[config.mk]
export PLATFORM = sky130hd
export DESIGN_NAME = fpc_plane_regs_flat
export DESIGN_NICKNAME = d
export VERILOG_FILES = /design/src/rtl/core/fpc_pkg.sv /design/src/rtl/core/fpc_ifs.sv /design/src/rtl/core/fpc_plane_regs.sv /design/src/flat_wrapper.sv
export SDC_FILE = /design/constraint.sdc
export NUM_CORES = 1
export LEC_CHECK = 0
export BUFFER_PORTS_ARGS = -buffer_cell sky130_fd_sc_hd__buf_2
export CAP_MARGIN = 10
export CORE_MARGIN = 2
export CORE_UTILIZATION = 44
export CTS_CLUSTER_DIAMETER = 120
export CTS_CLUSTER_SIZE = 16
export DETAILED_ROUTE_END_ITERATION = 8
export PLACE_DENSITY_LB_ADDON = 0.3
export SYNTH_ARGS = -nofsm -noshare
export SYNTH_HDL_FRONTEND = slang
export SYNTH_SLANG_ARGS = --single-unit
[constraint.sdc]
create_clock -name clk -period 1.75 [get_ports clk]
set_input_delay 0.35 -clock clk [delete_from_list [all_inputs] [get_ports clk]]
set_output_delay 0.35 -clock clk [all_outputs]
set_load 0.005 [all_outputs]
[src/rtl/core/fpc_pkg.sv]
// Shared constants and types for the six-plane frustum cull.
package fpc_pkg;

  localparam int NUM_PLANES      = 6;
  localparam int PLANE_WIDTH     = 64;
  localparam int N_WIDTH         = 16;
  localparam int D_WIDTH         = 16;
  localparam int RADIUS_WIDTH    = 15;
  localparam int ACTION_WIDTH    = 2;
  localparam int CFG_INDEX_WIDTH = 3;
  // Q8.8 distance/radius shifted up to the 22 fraction bits of n*p
  localparam int FRAC_ALIGN      = 14;

  localparam logic [ACTION_WIDTH-1:0] ACT_POINT  = 2'd0;
  localparam logic [ACTION_WIDTH-1:0] ACT_SPHERE = 2'd1;
  localparam logic [ACTION_WIDTH-1:0] ACT_POLY   = 2'd2;

  typedef logic [PLANE_WIDTH-1:0] plane_t;

  typedef struct packed {
    logic                    valid;
    logic [ACTION_WIDTH-1:0] action;
    logic                    last;
    logic [RADIUS_WIDTH-1:0] radius;
  } stage_ctl_t;

endpackage

[src/rtl/core/fpc_ifs.sv]


interface fpc_cfg_if;
  logic                                valid;
  logic                                ready;
  logic [fpc_pkg::CFG_INDEX_WIDTH-1:0] index;
  logic [fpc_pkg::PLANE_WIDTH-1:0]     data;

  modport source (output valid, index, data, input ready);
  modport sink   (input valid, index, data, output ready);
endinterface

[src/rtl/core/fpc_plane_regs.sv]
// Six plane registers loaded through the configuration channel.
module fpc_plane_regs (
  input  logic             clk,
  input  logic             rst,
  fpc_cfg_if.sink          cfg,
  output fpc_pkg::plane_t  planes [fpc_pkg::NUM_PLANES]
);

  assign cfg.ready = 1'b1;

  always_ff @(posedge clk) begin
    if (rst) begin
      for (int k = 0; k < fpc_pkg::NUM_PLANES; k++) begin
        planes[k] <= '0;
      end
    end else if (cfg.valid &&
                 cfg.index < fpc_pkg::CFG_INDEX_WIDTH'(fpc_pkg::NUM_PLANES)) begin
      planes[cfg.index] <= cfg.data;
    end
  end

endmodule

[src/flat_wrapper.sv]
// flat-port wrapper written by rule: the top's interface ports become plain ports
module fpc_plane_regs_flat 
  (clk, rst, planes, cfg_valid, cfg_index, cfg_data, cfg_ready);
  fpc_cfg_if cfg_i ();
  input  logic clk;
  input  logic rst;
  output fpc_pkg::plane_t planes[fpc_pkg::NUM_PLANES];
  input wire logic [$bits(cfg_i.valid)-1:0] cfg_valid;
  input wire logic [$bits(cfg_i.index)-1:0] cfg_index;
  input wire logic [$bits(cfg_i.data)-1:0] cfg_data;
  output wire logic [$bits(cfg_i.ready)-1:0] cfg_ready;
  assign cfg_i.valid = cfg_valid;
  assign cfg_i.index = cfg_index;
  assign cfg_i.data = cfg_data;
  assign cfg_ready = cfg_i.ready;
  fpc_plane_regs u_core (.clk(clk), .rst(rst), .cfg(cfg_i), .planes(planes));
endmodule
==> results.py <==
metrics = {
    "floorplanning": {
        "rows": 67,
        "ios": 455,
        "fp.dieW_um": 188,
        "die_h_um": 188,
        "start_util": 0.446,
        "die-area_mm2": 0.0353,
        "fp.coreArea_mm2": 0.0334,
    },
    "cells_and_area": {
        "antenna_cells": 0,
        "final_common_cell": "buf_2",
        "largestRegisters": "u_core.planes (384)",
        "drive_above_1_share": 0.302,
        "area_growth_pct": 24.9,
        "final_nets": 1818,
        "instances_no_fill": 2195,
        "largest_reg_flops": 384,
        "final_cell_mix": "452 x buf_2, 448 x nand2b_1, 384 x mux2i_1, 384 x dfxtp_1, 27 x clkbuf_16",
        "fin_area_mm2": 0.0186,
        "top_register": "u_core.planes",
    },
    "synthesis": {
        "synth.top_cell.area_share": 0.517,
        "synth_seq_cells": 384,
        "synthCells": 1319,
        "ys_warn_count": 0,
        "syn-cell-area_mm2": 0.0149,
        "syn_nets": 1389,
        "synth_area_leader_cell": "dfxtp_1",
        "yosysUniqueCellTypes": 13,
        "syn_avg_cell_area_um2": 11.3,
        "synth_seq_area_share": 0.517,
        "synth_area_leaders": "dfxtp_1 52%, mux2i_1 26%, nand2b_1 19%",
    },
    "cts": {
        "postCtsSetupBuffers": 0,
        "cts_tree": "done",
        "cts_resized": 0,
        "clkTransAtPathRegs_ps": 80,
        "clockBufferDepth": 3,
        "clk_latency_ps": 550,
        "h-tree-depth": 1,
        "cts_buffers": 27,
        "cts_root_buffer": "clkbuf_16",
        "numClockSinks": 384,
        "holdBufCountCts": 0,
    },
    "setup_path": {
        "start_kind": "flip-flop",
        "crit_end": "planes[28]",
        "critPathBufInv": 1,
        "crit_cells": 1,
        "rr_worst_depth": 2,
        "startpoint": "u_core.planes[28]$_SDFFE_PP0P_",
        "critPathRequiredTime_ps": 1400,
        "crit_family": "flip-flops",
        "critPathMaxFanout": 2,
        "regToRegSetupSlack_ps": 1050,
        "crit_path_cell_trace": "buf_2",
        "slowest_stage": "dfxtp_1",
        "path_class": "reg2out",
        "r2r-end": "u_core.planes[28]$_SDFFE_PP0P_",
        "crit_arrival_ps": 1100,
        "reg2reg_from": "u_core.planes[28]$_SDFFE_PP0P_",
        "cpPeakStageDelay_ps": 410,
        "cp-end-kind": "output pin",
    },
    "timing": {
        "finalWorstPathRequiredPeriod_ps": 1450,
        "fin_crit_sh": 0.827,
        "rsz0062_at_grt": "false",
        "maxSlewViolCount": 0,
        "timing.fmax_ghz": 0.691,
        "setup_tns_ps": 0,
        "hold_viol_final": 0,
        "setup_viol": 0,
        "fin_skew_ps": 0,
    },
    "drt": {
        "wl_mm": 41.3,
        "ant_nets": 0,
        "first_pass_iters": 4,
        "drc": 0,
        "wl_per_cell_um": 18.8,
        "vias": 10800,
        "drt_iter0_markers": 408,
        "via_per_inst": 4.92,
    },
    "outcome": {
        "outcome": "finished, final reports clean",
    },
    "grt": {
        "antenna_found_initial": 0,
        "grt_pass1_vias": 11000,
        "grt_use_total": 0.227,
        "grt_max_degree": 64,
        "grt_pass1_wl_mm": 63.6,
        "gr-total-overflow": 0,
    },
    "power_and_ir_drop": {
        "p_clk_frac": 0.353,
        "p_seq_frac": 0.566,
        "p_total_mw": 15.9,
        "p_leak_nw": 10.0,
        "power_switching_mw": 3.67,
        "p_int_mw": 12.3,
        "peakVddDrop_v": 0.000658,
        "swShare": 0.230,
        "power_density_mw_per_mm2": 858,
        "power_frac_comb": 0.081,
    },
    "placed_design": {
        "dpl_cell_area_mm2": 0.0179,
        "dp_hpwl_mm": 29.1,
        "gp_congestion": 0.805,
        "placed_cells": 2167,
        "numPortBuffers": 453,
    },
    "flow_run": {
        "maxCapViolations": 0,
    },
    "worst_hold_path": {
        "hp-class": "in2reg",
    },
}
stage by stage:
step	util	hold slack, ps	worst slack (ps)
after floorplan	-	465	293
after global placement	0.536	453	137
after detailed placement	0.536	458	103
after CTS	0.557	177	254
after global routing	0.557	193	265
final	0.557	191	303
synth_stat cells:
library cell and count:
nand2b_1 448, dfxtp_1 384, mux2i_1 384, clkbuf_1 52, buf_2 35, buf_6 6, nand4bb_1 3, nand4b_1 2
and4b_1 1, buf_4 1, conb_1 1, nor4bb_1 1, or4b_1 1
routing by layer:
layer	share of wire	global-route usage	vias to the layer above	wire, um
met4	0.033	0.0793	0	1370
met2	0.49	0.397	325	20100
met1	0.41	0.271	5223	17100
met3	0.067	0.0550	70	2780
li1	-	-	5176	-
met5	0	0	-	0
kinds of logic (layout without fill, tap and decap cells):
group                  count (synthesis)  after routing  synth area share
AND/OR/NAND/NOR                      456            456             0.194
multiplexers                         384            384             0.259
flip-flops                           384            384             0.517
buffers and inverters                 94            522            0.0300
other                                  1              1          0.000252
power groups by stage:
stage	registers [mW]	clock network, mW	logic [mW]
after floorplan	9.24	0	0.681
after global placement	9.22	0	1.28
after detailed placement	9.22	0	1.30
after CTS	9.02	5.82	1.30
after global routing	9.04	6.13	1.38
final	9.02	5.63	1.29
layout make-up:
| type | instances | area, um^2 |
|---|---|---|
| clock inverters | 1 | 8.76 |
| well taps | 448 | 561 |
| multi-input cells | 841 | 6800 |
| fillers | 3016 | 14800 |
| repair buffers | 494 | 2830 |
| clock buffers | 27 | 676 |
| flip-flops and latches | 384 | 7690 |
worst min path at each step:
stage | startpoint | endpoint | cells after the start
floorplan | u_core.planes[0]$_SDFFE_PP0P_ | u_core.planes[0]$_SDFFE_PP0P_ | 2
global placement | u_core.planes[0]$_SDFFE_PP0P_ | u_core.planes[0]$_SDFFE_PP0P_ | 2
detailed placement | u_core.planes[17]$_SDFFE_PP0P_ | u_core.planes[17]$_SDFFE_PP0P_ | 2
CTS | cfg_data[51] | u_core.planes[371]$_SDFFE_PP0P_ | 3
global route | cfg_data[51] | u_core.planes[307]$_SDFFE_PP0P_ | 3
finish | cfg_data[4] | u_core.planes[4]$_SDFFE_PP0P_ | 3
Power figures use the tool's default switching activity.
