===== src/rtl/core/fpc_pkg.sv =====
// Shared constants and types for the six-plane frustum cull.
package fpc_pkg;

  localparam int NUM_PLANES      = 6;
  localparam int PLANE_WIDTH     = 64;
  localparam int N_WIDTH         = 16;
  localparam int D_WIDTH         = 16;
  localparam int RADIUS_WIDTH    = 15;
  localparam int ACTION_WIDTH    = 2;
  localparam int CFG_INDEX_WIDTH = 3;
  // Q8.8 distance/radius shifted up to the 22 fraction bits of n*p
  localparam int FRAC_ALIGN      = 14;

  localparam logic [ACTION_WIDTH-1:0] ACT_POINT  = 2'd0;
  localparam logic [ACTION_WIDTH-1:0] ACT_SPHERE = 2'd1;
  localparam logic [ACTION_WIDTH-1:0] ACT_POLY   = 2'd2;

  typedef logic [PLANE_WIDTH-1:0] plane_t;

  typedef struct packed {
    logic                    valid;
    logic [ACTION_WIDTH-1:0] action;
    logic                    last;
    logic [RADIUS_WIDTH-1:0] radius;
  } stage_ctl_t;

endpackage


===== src/rtl/core/fpc_ifs.sv =====


interface fpc_result_if;
  logic                             valid;
  logic                             ready;
  logic                             visible;
  logic [fpc_pkg::ACTION_WIDTH-1:0] kind;

  modport source (output valid, visible, kind, input ready);
  modport sink   (input valid, visible, kind, output ready);
endinterface



===== src/rtl/core/fpc_cmp_stage.sv =====
// Plane sums, threshold compare, polygon tracking and the result register.
module fpc_cmp_stage #(
  parameter  int COORD_WIDTH = 16,
  localparam int PROD_WIDTH  = COORD_WIDTH + fpc_pkg::N_WIDTH,
  localparam int BASE_WIDTH  = (PROD_WIDTH > 30) ? PROD_WIDTH : 30,
  localparam int SUM_WIDTH   = BASE_WIDTH + 2
) (
  input  logic                           clk,
  input  logic                           rst,
  input  fpc_pkg::plane_t                planes [fpc_pkg::NUM_PLANES],
  input  fpc_pkg::stage_ctl_t            ctl,
  input  logic signed [PROD_WIDTH-1:0]   prod_x [fpc_pkg::NUM_PLANES],
  input  logic signed [PROD_WIDTH-1:0]   prod_y [fpc_pkg::NUM_PLANES],
  input  logic signed [PROD_WIDTH-1:0]   prod_z [fpc_pkg::NUM_PLANES],
  output logic                           advance,
  fpc_result_if.source                   result
);

  logic                               polygon_any_inside;
  logic [fpc_pkg::NUM_PLANES-1:0]     pass;
  logic signed [SUM_WIDTH-1:0]        thresh;
  logic signed [SUM_WIDTH-1:0]        rad_ext;
  logic                               all_pass;
  logic                               poly_any;
  logic                               is_poly;
  logic                               emit;
  logic                               vis;

  assign advance = !result.valid || result.ready;

  always_comb begin
    logic signed [fpc_pkg::D_WIDTH-1:0] dk;
    logic signed [SUM_WIDTH-1:0]        sum;
    rad_ext = SUM_WIDTH'(ctl.radius);
    thresh  = (ctl.action == fpc_pkg::ACT_SPHERE) ?
              -(rad_ext <<< fpc_pkg::FRAC_ALIGN) : '0;
    for (int k = 0; k < fpc_pkg::NUM_PLANES; k++) begin
      dk  = signed'(planes[k][63:48]);
      sum = SUM_WIDTH'(prod_x[k]) + SUM_WIDTH'(prod_y[k]) + SUM_WIDTH'(prod_z[k]) +
            (SUM_WIDTH'(dk) <<< fpc_pkg::FRAC_ALIGN);
      pass[k] = sum > thresh;
    end
  end

  assign all_pass = &pass;
  assign is_poly  = ctl.action == fpc_pkg::ACT_POLY;
  assign poly_any = polygon_any_inside | all_pass;
  // a polygon vertex reports only when it closes the run
  assign emit     = ctl.valid && (!is_poly || ctl.last);
  assign vis      = is_poly ? poly_any : all_pass;

  always_ff @(posedge clk) begin
    if (rst) begin
      result.valid       <= 1'b0;
      polygon_any_inside <= 1'b0;
    end else if (advance) begin
      result.valid <= emit;
      if (ctl.valid && is_poly) begin
        polygon_any_inside <= ctl.last ? 1'b0 : poly_any;
      end
    end
  end

  always_ff @(posedge clk) begin
    if (advance && emit) begin
      result.visible <= vis;
      result.kind    <= ctl.action;
    end
  end

endmodule


===== src/flat_wrapper.sv =====
// flat-port wrapper written by rule: the top's interface ports become plain ports
module fpc_cmp_stage_flat 
#(
  parameter  int COORD_WIDTH = 16,
  localparam int PROD_WIDTH  = COORD_WIDTH + fpc_pkg::N_WIDTH,
  localparam int BASE_WIDTH  = (PROD_WIDTH > 30) ? PROD_WIDTH : 30,
  localparam int SUM_WIDTH   = BASE_WIDTH + 2
)
  (clk, rst, planes, ctl, prod_x, prod_y, prod_z, advance, result_valid, result_visible, result_kind, result_ready);
  fpc_result_if result_i ();
  input  logic clk;
  input  logic rst;
  input  fpc_pkg::plane_t planes[fpc_pkg::NUM_PLANES];
  input  fpc_pkg::stage_ctl_t ctl;
  input  logic signed [PROD_WIDTH-1:0] prod_x[fpc_pkg::NUM_PLANES];
  input  logic signed [PROD_WIDTH-1:0] prod_y[fpc_pkg::NUM_PLANES];
  input  logic signed [PROD_WIDTH-1:0] prod_z[fpc_pkg::NUM_PLANES];
  output logic advance;
  output wire logic [$bits(result_i.valid)-1:0] result_valid;
  output wire logic [$bits(result_i.visible)-1:0] result_visible;
  output wire logic [$bits(result_i.kind)-1:0] result_kind;
  input wire logic [$bits(result_i.ready)-1:0] result_ready;
  assign result_valid = result_i.valid;
  assign result_visible = result_i.visible;
  assign result_kind = result_i.kind;
  assign result_i.ready = result_ready;
  fpc_cmp_stage #(.COORD_WIDTH(COORD_WIDTH)) u_core (.clk(clk), .rst(rst), .planes(planes), .ctl(ctl), .prod_x(prod_x), .prod_y(prod_y), .prod_z(prod_z), .advance(advance), .result(result_i));
endmodule

===== config.mk =====
export PLATFORM = sky130hd
export DESIGN_NAME = fpc_cmp_stage_flat
export DESIGN_NICKNAME = d
export VERILOG_FILES = /design/src/rtl/core/fpc_pkg.sv /design/src/rtl/core/fpc_ifs.sv /design/src/rtl/core/fpc_cmp_stage.sv /design/src/flat_wrapper.sv
export SDC_FILE = /design/constraint.sdc
export NUM_CORES = 1
export LEC_CHECK = 0
export BUFFER_PORTS_ARGS = -buffer_cell sky130_fd_sc_hd__buf_2
export CORE_AREA = 2 2 384 386
export CTS_CLUSTER_SIZE = 40
export DETAILED_ROUTE_END_ITERATION = 7
export DIE_AREA = 0 0 386 388
export PLACE_DENSITY_LB_ADDON = 0.08
export SLEW_MARGIN = 40
export SYNTH_ARGS = -nofsm -noshare
export SYNTH_HDL_FRONTEND = slang
export SYNTH_SLANG_ARGS = --single-unit
export TNS_END_PERCENT = 30

===== constraint.sdc =====
create_clock -name clk -period 7.6 [get_ports clk]
set_input_delay 2.28 -clock clk [delete_from_list [all_inputs] [get_ports clk]]
set_output_delay 2.28 -clock clk [all_outputs]
set_load 0.02 [all_outputs]

==> impl_metrics.yaml, run 1 <==
logic_synthesis:
  synthTopCellsByCount: "inv_1 (1025), ha_1 (385), fa_1 (312), a21oi_1 (160), nor2_1 (142)"
  synth.net_count: 4673
  netlist_instances: 2994
  ys_seq_area_share_pct: 0.565
  synth_largest_area_cell: "fa_1"
  yosys-top-cells-area: "fa_1 (27%), ha_1 (21%), inv_1 (17%)"
  syn_area_per_cell_sq_um: 7.69
  ys_seq_elements: 5
  yosysMostFrequentCell: "inv_1"
  synthFlopType: "edfxtp_1"
  async_flop_share_pct: 0
  synth_edf_count: 3
  yosys_warnings: 0
  synth_area_sq_um: 23000
  ys_types: 80
  synth_top_area_share_pct: 27.1
timing:
  min_period_over_period_pct: 107
  finalCriticalPeriod_ns: 8.12
  rsz0062_at_grt: "yes"
  setup_tns_ns: -0.959
  clock.fmax_ghz: 0.123
  skew_ns: 0.00244
  setup_viol: 2
  maxSlewViolCount: 0
  worst_hold_slack_ns: 0.454
  hold_violations: 0
  relSlewSlack_pct: 58.4
  worstMarginPinSlew_ns: 0.617
  fin_ws_ns: -0.518
place:
  gp_congestion: 0.774
  dpl.hpwl_um: 96400
  port_buffers: 698
  placed_area_sq_um: 32600
  pre_cts_slack_ns: -1.51
worst_hold_path:
  min-delay-start: "u_core.polygon_any_inside$_SDFFE_PP0P_"
  min_path_cells: 2
  hold_path.class: "register to register"
critical_path:
  slowest_delay_ns: 0.60
  timing.rr.start: "u_core.result.valid$_SDFFE_PP0P_"
  arrival_ns: 8.28
  cpMostUsedCell: "buf_4"
  critPathCaptureType: "register"
  start_kind: "input pin"
  r2r_setup_slack_ns: 6.16
  critPathSlowestCell: "fa_1"
  crit_path_max_fanout: 4
  crit_start: "planes[368]"
  required_ns: 7.77
  reg2reg_depth: 5
  path_class: "input pin to register"
clock_network:
  cts.path.max_buffers: 2
  cts_root_buf: "clkbuf_16"
  path_clk_slew_ns: 0.03
  cts_sinks: 5
  postCtsHoldBufs: 0
  clk_latency_ns: 0.23
  tritoncts: "done"
  cts.htree.levels: 1
  cts_made_buffers: 3
global_route:
  grt_pass1_vias: 24600
  antenna_found_initial: 60
  grt_overflow: 0
  grtUsageTotal_pct: 13.3
  grt_max_degree: 14
  grt_pass1_wl_um: 151000
pwr:
  total_power_w: 0.00717
  p_switching_w: 0.00357
  vdd_ir_drop_max_v: 0.000103
  seqPwrFrac_pct: 0.5
  power_density_nw_per_um2: 216
  combPwrFrac_pct: 98.3
  switching_share_pct: 49.7
  pwr-share-clk_pct: 1.2
  p_int_w: 0.00361
  leakage_nw: 19.0
die:
  die-area_sq_um: 150000
  io_pins: 987
  start_util_pct: 15.8
  fp.coreArea_sq_um: 145000
  core.rowCount: 140
  die_x_um: 386
  die_h_um: 388
route:
  initialDrtViolationCount: 642
  final_antenna_net_count: 0
  dr.pass1.iters: 5
  drt_wl_total_um: 102000
  wl_per_cell_um: 16.7
  drt_drc_violations_left: 0
  drt-vias-per-instance: 3.76
  num_vias: 23000
status:
  status: "finished with violations"
  violations: "setup timing"
layout:
  finalInstanceArea_sq_um: 33300
  nets: 5854
  drive_gt1_share_pct: 30.8
  syn2layout_area_growth_pct: 44.6
flow_run:
  maxCapViolCount: 0
## layer usage
metal | share of wire, % | vias up | global-route usage (%)
li1 | - | 11900 | -
met1 | 50 | 10500 | 19.5
met2 | 44 | 476 | 21.2
met3 | 5.6 | 65 | 2.40
met4 | 0.23 | 48 | 0.396
met5 | 0.31 | - | 0
## metrics by stage
step	utilization (%)	cells
3_5_place_dp	22.5	6080
4_1_cts	22.8	6088
2_1_floorplan	-	2994
5_1_grt	22.9	6093
6_report	22.9	6104
3_3_place_gp	22.5	6080
## flip-flops by register name, indices dropped and copies added, names as in the netlist
signal                     flops
u_core.polygon_any_inside      1
u_core.result.kind             2
u_core.result.valid            1
u_core.result.visible          1
## path summary, 6_finish.rpt
check,endpoint
min,u_core.polygon_any_inside$_SDFFE_PP0P_
max reg2reg,u_core.polygon_any_inside$_SDFFE_PP0P_
min reg2reg,u_core.polygon_any_inside$_SDFFE_PP0P_
max,u_core.polygon_any_inside$_SDFFE_PP0P_
## cell usage in the layout, fill, tap and decap left out, types with 7 or more instances in the layout
| cell type | n |
|---|---|
| buf_4 | 484 |
| or3_1 | 12 |
| a21o_1 | 95 |
| and2_1 | 11 |
| xor2_1 | 37 |
| a31oi_1 | 11 |
| o21ai_0 | 96 |
| o21bai_1 | 20 |
| o21a_1 | 48 |
| o41ai_2 | 8 |
| diode_2 | 13 |
| nor3b_1 | 8 |
| nand2b_1 | 25 |
| nand3_1 | 43 |
| xnor2_1 | 107 |
| o2111ai_1 | 10 |
| nor2b_1 | 25 |
| nor2_1 | 138 |
| a21oi_1 | 152 |
| nor3_1 | 38 |
| buf_2 | 698 |
| and3_1 | 20 |
| a211oi_1 | 15 |
| fa_1 | 311 |
| nand2_1 | 87 |
| ha_1 | 379 |
| a211o_1 | 13 |
| nor4_1 | 11 |
| mux2i_1 | 7 |
| a21oi_2 | 8 |
| o211ai_1 | 8 |
| inv_1 | 1024 |
| nand4_1 | 44 |
## cell type report
| class | instances | area, sq um |
|---|---|---|
| repair buffers | 1187 | 7220 |
| multi-input cells | 1953 | 19600 |
| diodes | 13 | 32.5 |
| fillers | 16500 | 112000 |
| well taps | 1917 | 2400 |
| flip-flops and latches | 5 | 130 |
| inverters | 1025 | 3850 |
| clock buffers | 4 | 78.8 |
## power by group through the flow
stage          Combinational, W  Sequential [W]  Clock [W]
2_1_floorplan           0.00408       0.0000419          0
3_3_place_gp            0.00700       0.0000368          0
3_5_place_dp            0.00695       0.0000369          0
4_1_cts                 0.00717       0.0000367  0.0000888
5_1_grt                 0.00805       0.0000370  0.0000902
6_report                0.00705       0.0000366  0.0000879
## critical path, delay by kind of cell
kind	cells	cell delay, ns
AOI/OAI and AO/OA	8	1.73
adders and majority gates	4	1.63
and+or+nand+nor	12	1.51
buffers and inverters	9	1.11
## repair_timing
action | CTS | global route
gates resized for setup | 61 | 24
setup buffers | 6 | 2
pin swaps | 37 | 16
setup endpoints to repair | 2 | 2
## cells by family after synthesis
logic type | after synthesis | share of synthesized area, %
flops | 5 | 0.565
compound gates | 590 | 17.3
buf+inv | 1036 | 16.9
simple gates | 513 | 11.3
fa+ha+maj | 697 | 48.1
mux | 7 | 0.304
xor+xnor | 146 | 5.56
Power figures use the tool's default switching activity.
==> run 2: changes to the inputs <==
Settings changed: ABC_AREA set to 1, CORE_AREA 2 2 384 386 to 2 2 385 387, CTS_CLUSTER_DIAMETER set to 120, DIE_AREA 0 0 386 388 to 0 0 387 389.
==> run 2 against run 1 <==
  * The flow now finishes without violations
  * First-iteration DRC count increased by 32%
  * Non-clock buffer count decreased by 219
  * Setup slack improved by 1.0 ns
  * Critical endpoint is now u_core.result.visible$_DFFE_PP_
  * Largest cell class unchanged
==> impl_metrics.yaml, run 2 <==
status:
  status: "finished, final reports clean"
pwr:
  vdd_ir_drop_max_v: 0.0000624
  p_switching_w: 0.00410
  seqPwrFrac_pct: 0.5
  total_power_w: 0.00727
  pwr-share-clk_pct: 1.2
  leakage_nw: 19.9
  power_density_nw_per_um2: 219
  switching_share_pct: 56.4
  combPwrFrac_pct: 98.4
  p_int_w: 0.00317
die:
  die_x_um: 387
  io_pins: 987
  core.rowCount: 141
  fp.coreArea_sq_um: 147000
  start_util_pct: 17.0
  die_h_um: 389
  die-area_sq_um: 151000
logic_synthesis:
  synthTopCellsByCount: "inv_1 (1269), nand2_1 (646), ha_1 (385), fa_1 (312), nor2_1 (236)"
  yosys-top-cells-area: "fa_1 (25%), ha_1 (19%), inv_1 (19%)"
  synth_compound_area_share_pct: 11.3
  synth_area_sq_um: 25000
  ys_seq_area_share_pct: 0.521
  synth_adder_area_share_pct: 44.3
  synthFlopType: "edfxtp_1"
  yosysMostFrequentCell: "inv_1"
  synth-xor-area-share_pct: 4.70
  syn_area_per_cell_sq_um: 6.70
  yosys.area_share.simple_pct: 19.9
  synth_largest_area_cell: "fa_1"
  synth_top_family_by_area: "adder cells"
  synth.net_count: 5411
  ys_seq_elements: 5
  synth_top_area_share_pct: 25.0
  synthMuxAreaShare_pct: 0
  synth_edf_count: 3
  ys_types: 60
  async_flop_share_pct: 0
  netlist_instances: 3732
  yosys_warnings: 0
timing:
  skew_ns: 0.000524
  worstMarginPinSlew_ns: 0.626
  clock.fmax_ghz: 0.141
  relSlewSlack_pct: 57.9
  maxSlewViolCount: 0
  setup_viol: 0
  min_period_over_period_pct: 93.5
  hold_violations: 0
  finalCriticalPeriod_ns: 7.11
  setup_tns_ns: 0
route:
  wl_met1_um: 54100
  drt_wl_total_um: 104000
  top_layer: "met5"
  dr.pass1.iters: 5
  dr_wl_met2_um: 43400
  wl_met3_um: 5910
  wl_per_cell_um: 15.6
  drt_drc_violations_left: 0
  final_antenna_net_count: 0
  drt-vias-per-instance: 3.72
  num_vias: 24800
  initialDrtViolationCount: 847
layout:
  mostFrequentLayoutCells: "inv_1 (1268), buf_2 (698), nand2_1 (642), ha_1 (385), fa_1 (310)"
  multi_input_area_sq_um: 20200
  regMostFlops: "u_core.result.kind"
  drive_gt1_share_pct: 24.3
  fillers: 16900
  nets: 6381
  largest_register_ffs: 2
  seq_area_sq_um: 130
  syn2layout_area_growth_pct: 33.1
  final_common_cell: "inv_1"
clock_network:
  path_clk_slew_ns: 0.03
  cts-resized-gates: 0
  clk_latency_ns: 0.23
  tritoncts: "done"
  cts_sinks: 5
  postCtsSetupRepairBufs: 0
  cts.path.max_buffers: 2
  postCtsHoldBufs: 0
  cts_made_buffers: 3
  cts.htree.levels: 1
  cts_root_buf: "clkbuf_16"
critical_path:
  slowest_delay_ns: 0.49
  arrival_ns: 7.08
  cpMostUsedCell: "nand2_1"
  start_kind: "input pin"
  required_ns: 7.57
  critPathCaptureType: "register"
  path_class: "input pin to register"
  critPathSlowestCell: "fa_1"
  crit_path_max_fanout: 4
global_route:
  grt_max_degree: 21
  grtUsageTotal_pct: 13.7
  grt_pass1_vias: 26300
  grt_pass1_wl_um: 157000
  antenna_found_initial: 57
  grt_overflow: 0
worst_hold_path:
  hold_path.class: "register to register"
place:
  gp_congestion: 0.803
  dpl.hpwl_um: 99200
  port_buffers: 698
flow_run:
  maxCapViolCount: 0
[run 2: changes by cell type after synthesis, sizes merged, moves of 69 or more]
cell   delta
nand2   +592
inv     +258
nor2    +100
nand3    +92
a21o     -83
xnor2    -69
[run 2: stage by stage]
step                      area [sq um]  hold WS (ns)  instances  setup WS (ns)  utilization [%]
after floorplan                  25000         0.431       3732           1.24                -
after global placement           33000         0.442       6627         -0.196             22.5
after detailed placement         33000         0.452       6627         -0.180             22.5
after CTS                        33100         0.450       6631         0.0276             22.5
after global routing             33200         0.494       6631       -0.00566             22.7
final                            33300         0.451       6647          0.492             22.7
[run 2: power groups by stage]
stage | logic, W | registers (W) | clock network (W)
floorplan | 0.00457 | 0.0000372 | 0
global placement | 0.00722 | 0.0000341 | 0
detailed placement | 0.00720 | 0.0000340 | 0
CTS | 0.00725 | 0.0000336 | 0.0000865
global route | 0.00832 | 0.0000338 | 0.0000890
finish | 0.00715 | 0.0000335 | 0.0000857
[run 2: worst paths after layout]
check / from / slack (ns) / cells after the start / end
worst min-delay path: u_core.polygon_any_inside$_SDFFE_PP0P_ / 0.45 / 2 / u_core.polygon_any_inside$_SDFFE_PP0P_
worst max-delay path: planes[241] / 0.49 / 31 / u_core.result.visible$_DFFE_PP_
worst min register to register: u_core.polygon_any_inside$_SDFFE_PP0P_ / 0.45 / 2 / u_core.polygon_any_inside$_SDFFE_PP0P_
worst max register to register: u_core.result.valid$_SDFFE_PP0P_ / 6.56 / 7 / u_core.polygon_any_inside$_SDFFE_PP0P_
[run 2: cells by family after synthesis]
kind of cell | count (synthesis)
buffers and inverters | 1287
AND/OR/NAND/NOR | 1163
adder cells (fa/ha/maj) | 697
AO/OA/AOI/OAI | 446
XOR/XNOR | 134
flip-flops | 5
[run 2: metal layers]
| metal | vias to the layer above | GRT usage [%] |
|---|---|---|
| met4 | 46 | 0.385 |
| met5 | - | 0 |
| met3 | 76 | 2.38 |
| met2 | 559 | 21.3 |
| met1 | 11000 | 20.4 |
| li1 | 13100 | - |
[run 2: worst max-delay path: cells and delay by family]
| family | cells | cell delay, ns |
|---|---|---|
| and+or+nand+nor | 13 | 1.28 |
| AOI/OAI and AO/OA | 7 | 1.05 |
| xor gates and xnor gates | 1 | 0.18 |
| buffers and inverters | 6 | 0.63 |
| adders and majority gates | 4 | 1.61 |
[run 2: area by class of cell]
cell class                      instances  area share, %
Antenna cell                           16          0.120
Clock buffer                            4          0.237
Inverter                             1284           14.5
Multi-Input combinational cell       2440           60.8
Sequential cell                         5          0.391
Tap cell                             1930           7.26
Timing Repair Buffer                  968           16.7
==> run 3: changes to the inputs <==
Settings changed: PLACE_DENSITY set to 0.47, PLACE_DENSITY_LB_ADDON 0.08 to not set.
==> run 3 against run 2 <==
  * Clock power down 0.9%
  * Critical endpoint unchanged
  * Critical path type unchanged
  * Highest routed layer unchanged
  * Final area decreased by 4.6%
  * Total power shrank 9.8%
  * Global-route usage fell by 1.0 points
  * Largest cell class unchanged
  * Clock skew about the same
  * First-iteration DRC count rose by 12%
  * Combinational power down 9.9%
  * Largest power group unchanged
  * Wire length decreased by 6.7%
  * Flip-flop and latch count unchanged
  * Via count decreased by 0.59%
==> impl_metrics.yaml, run 3 (synthesis results as in run 2) <==
layout:
  drive_gt1_share_pct: 20.9
  final_common_cell: "inv_1"
  stdcell_count: 6437
  post-route-util_pct: 21.6
  syn2layout_area_growth_pct: 26.9
  largest_register_ffs: 2
  mostFrequentLayoutCells: "inv_1 (1268), buf_2 (698), nand2_1 (642), ha_1 (380), fa_1 (309)"
  fillers: 16800
  nets: 6173
  regMostFlops: "u_core.result.kind"
critical_path:
  reg2reg_depth: 7
  crit_path_max_fanout: 5
  path_class: "input pin to register"
  arrival_ns: 7.16
  start_kind: "input pin"
  required_ns: 7.57
  critPathCaptureType: "register"
pwr:
  power_density_nw_per_um2: 207
  vdd_ir_drop_max_v: 0.0000655
  leakage_nw: 18.9
worst_hold_path:
  min_path_cells: 2
  hold_path.class: "register to register"
route:
  wl_per_cell_um: 15.1
  num_vias: 24600
  final_antenna_net_count: 0
  top_layer: "met5"
  initialDrtViolationCount: 950
  dr_wl_met2_um: 42200
  drt_wl_total_um: 97000
  drt-vias-per-instance: 3.82
  wl_met3_um: 6430
  wl_met1_um: 46300
  drt_drc_violations_left: 0
  dr.pass1.iters: 5
timing:
  hold_violations: 0
  worst_hold_slack_ns: 0.453
  fin_ws_ns: 0.410
  maxSlewViolCount: 0
  skew_ns: 0.000460
  relSlewSlack_pct: 42.9
  worstMarginPinSlew_ns: 0.855
  min_period_over_period_pct: 94.6
  setup_viol: 0
  finalCriticalPeriod_ns: 7.19
  clock.fmax_ghz: 0.139
place:
  dpl.hpwl_um: 89900
  port_buffers: 698
  gp_congestion: 0.887
  pre_cts_slack_ns: -0.00799
  dp.cells: 6413
die:
  die-area_sq_um: 151000
  io_pins: 987
  die_x_um: 387
  start_util_pct: 17.0
  fp.coreArea_sq_um: 147000
  core.rowCount: 141
  die_h_um: 389
clock_network:
  path_clk_slew_ns: 0.03
  cts.htree.levels: 1
  clk_latency_ns: 0.23
  cts_sinks: 5
  cts_root_buf: "clkbuf_16"
  cts_made_buffers: 3
  cts.path.max_buffers: 2
  postCtsHoldBufs: 0
  tritoncts: "done"
status:
  status: "finished, final reports clean"
global_route:
  grt_max_degree: 13
  grt_overflow: 0
  grt_pass1_vias: 25300
  grt_pass1_wl_um: 145000
  antenna_found_initial: 51
  grtUsageTotal_pct: 12.6
flow_run:
  maxCapViolCount: 0
-- run 3: cell count changes in the layout (fill, tap and decap cells not counted), moves of 3 or more --
| cell | change |
|---|---|
| nand3_1 | -5 |
| ha_4 | +3 |
| nor2_1 | +9 |
| nand3_2 | +5 |
| a21oi_4 | +4 |
| a21oi_2 | -6 |
| buf_12 | -3 |
| nor2_2 | -5 |
| buf_4 | -205 |
| o21ai_1 | -5 |
| ha_1 | -5 |
| nor2_4 | -4 |
-- run 3: path summary, 6_finish.rpt --
| kind | start | to | slack [ns] |
|---|---|---|---|
| hold reg to reg | u_core.polygon_any_inside$_SDFFE_PP0P_ | u_core.polygon_any_inside$_SDFFE_PP0P_ | 0.45 |
| setup reg to reg | u_core.result.valid$_SDFFE_PP0P_ | u_core.polygon_any_inside$_SDFFE_PP0P_ | 6.58 |
| setup / recovery | planes[183] | u_core.result.visible$_DFFE_PP_ | 0.41 |
| hold / removal | u_core.polygon_any_inside$_SDFFE_PP0P_ | u_core.polygon_any_inside$_SDFFE_PP0P_ | 0.45 |
-- run 3: metal layers --
layer	global-route usage (%)	vias up
met5	0	-
met4	2.12	28
met3	2.60	81
met2	20.3	665
met1	17.6	11100
li1	-	12700
-- run 3: final cells by class --
cell class                      count  area [sq um]  share of cell area, %
Antenna cell                       14          35.0                  0.110
Clock buffer                        4          78.8                  0.249
Inverter                         1284          4820                   15.2
Multi-Input combinational cell   2440         20300                   63.9
Sequential cell                     5           130                  0.410
Tap cell                         1930          2410                   7.61
Timing Repair Buffer              760          3960                   12.5
-- run 3: stage by stage --
| stage | area [sq um] | total power [W] | setup TNS [ns] |
|---|---|---|---|
| 2_1_floorplan | 25000 | 0.00461 | 0 |
| 3_3_place_gp | 31400 | 0.00641 | 0 |
| 3_5_place_dp | 31400 | 0.00646 | -0.00799 |
| 4_1_cts | 31500 | 0.00660 | 0 |
| 5_1_grt | 31700 | 0.00759 | -0.0265 |
| 6_report | 31700 | 0.00656 | 0 |
-- run 3: what timing repair did --
action	4_1_cts	5_1_grt
resized for setup	0	38
endpoints found under the setup margin	0	2
buffers inserted	0	6
-- run 3: worst max-delay path, cell delays in order --
cell,delay (ns)
buf_2,0.07
inv_1,0.04
fa_1,0.49
fa_1,0.55
inv_1,0.05
ha_1,0.37
nand2_1,0.12
o21ai_0,0.46
a21oi_1,0.17
o311ai_2,0.40
nand3_1,0.13
nand2_1,0.10
xor2_1,0.24
ha_1,0.20
nand4_1,0.15
nor2_2,0.23
nand2_1,0.10
nor2_1,0.09
nand3_1,0.09
nor2_1,0.11
nand4_1,0.17
nand2_1,0.10
nor2_1,0.04
nand2_1,0.06
nor2_1,0.04
buf_4,0.15
nand2_1,0.07
o21ai_1,0.06
-- run 3: where the power goes --
part | switching (W) | total [W] | internal [W]
Clock | 0.0000156 | 0.0000849 | 0.0000693
Combinational | 0.00387 | 0.00644 | 0.00258
Sequential | 0.000000761 | 0.0000336 | 0.0000328
Total | 0.00388 | 0.00656 | 0.00268
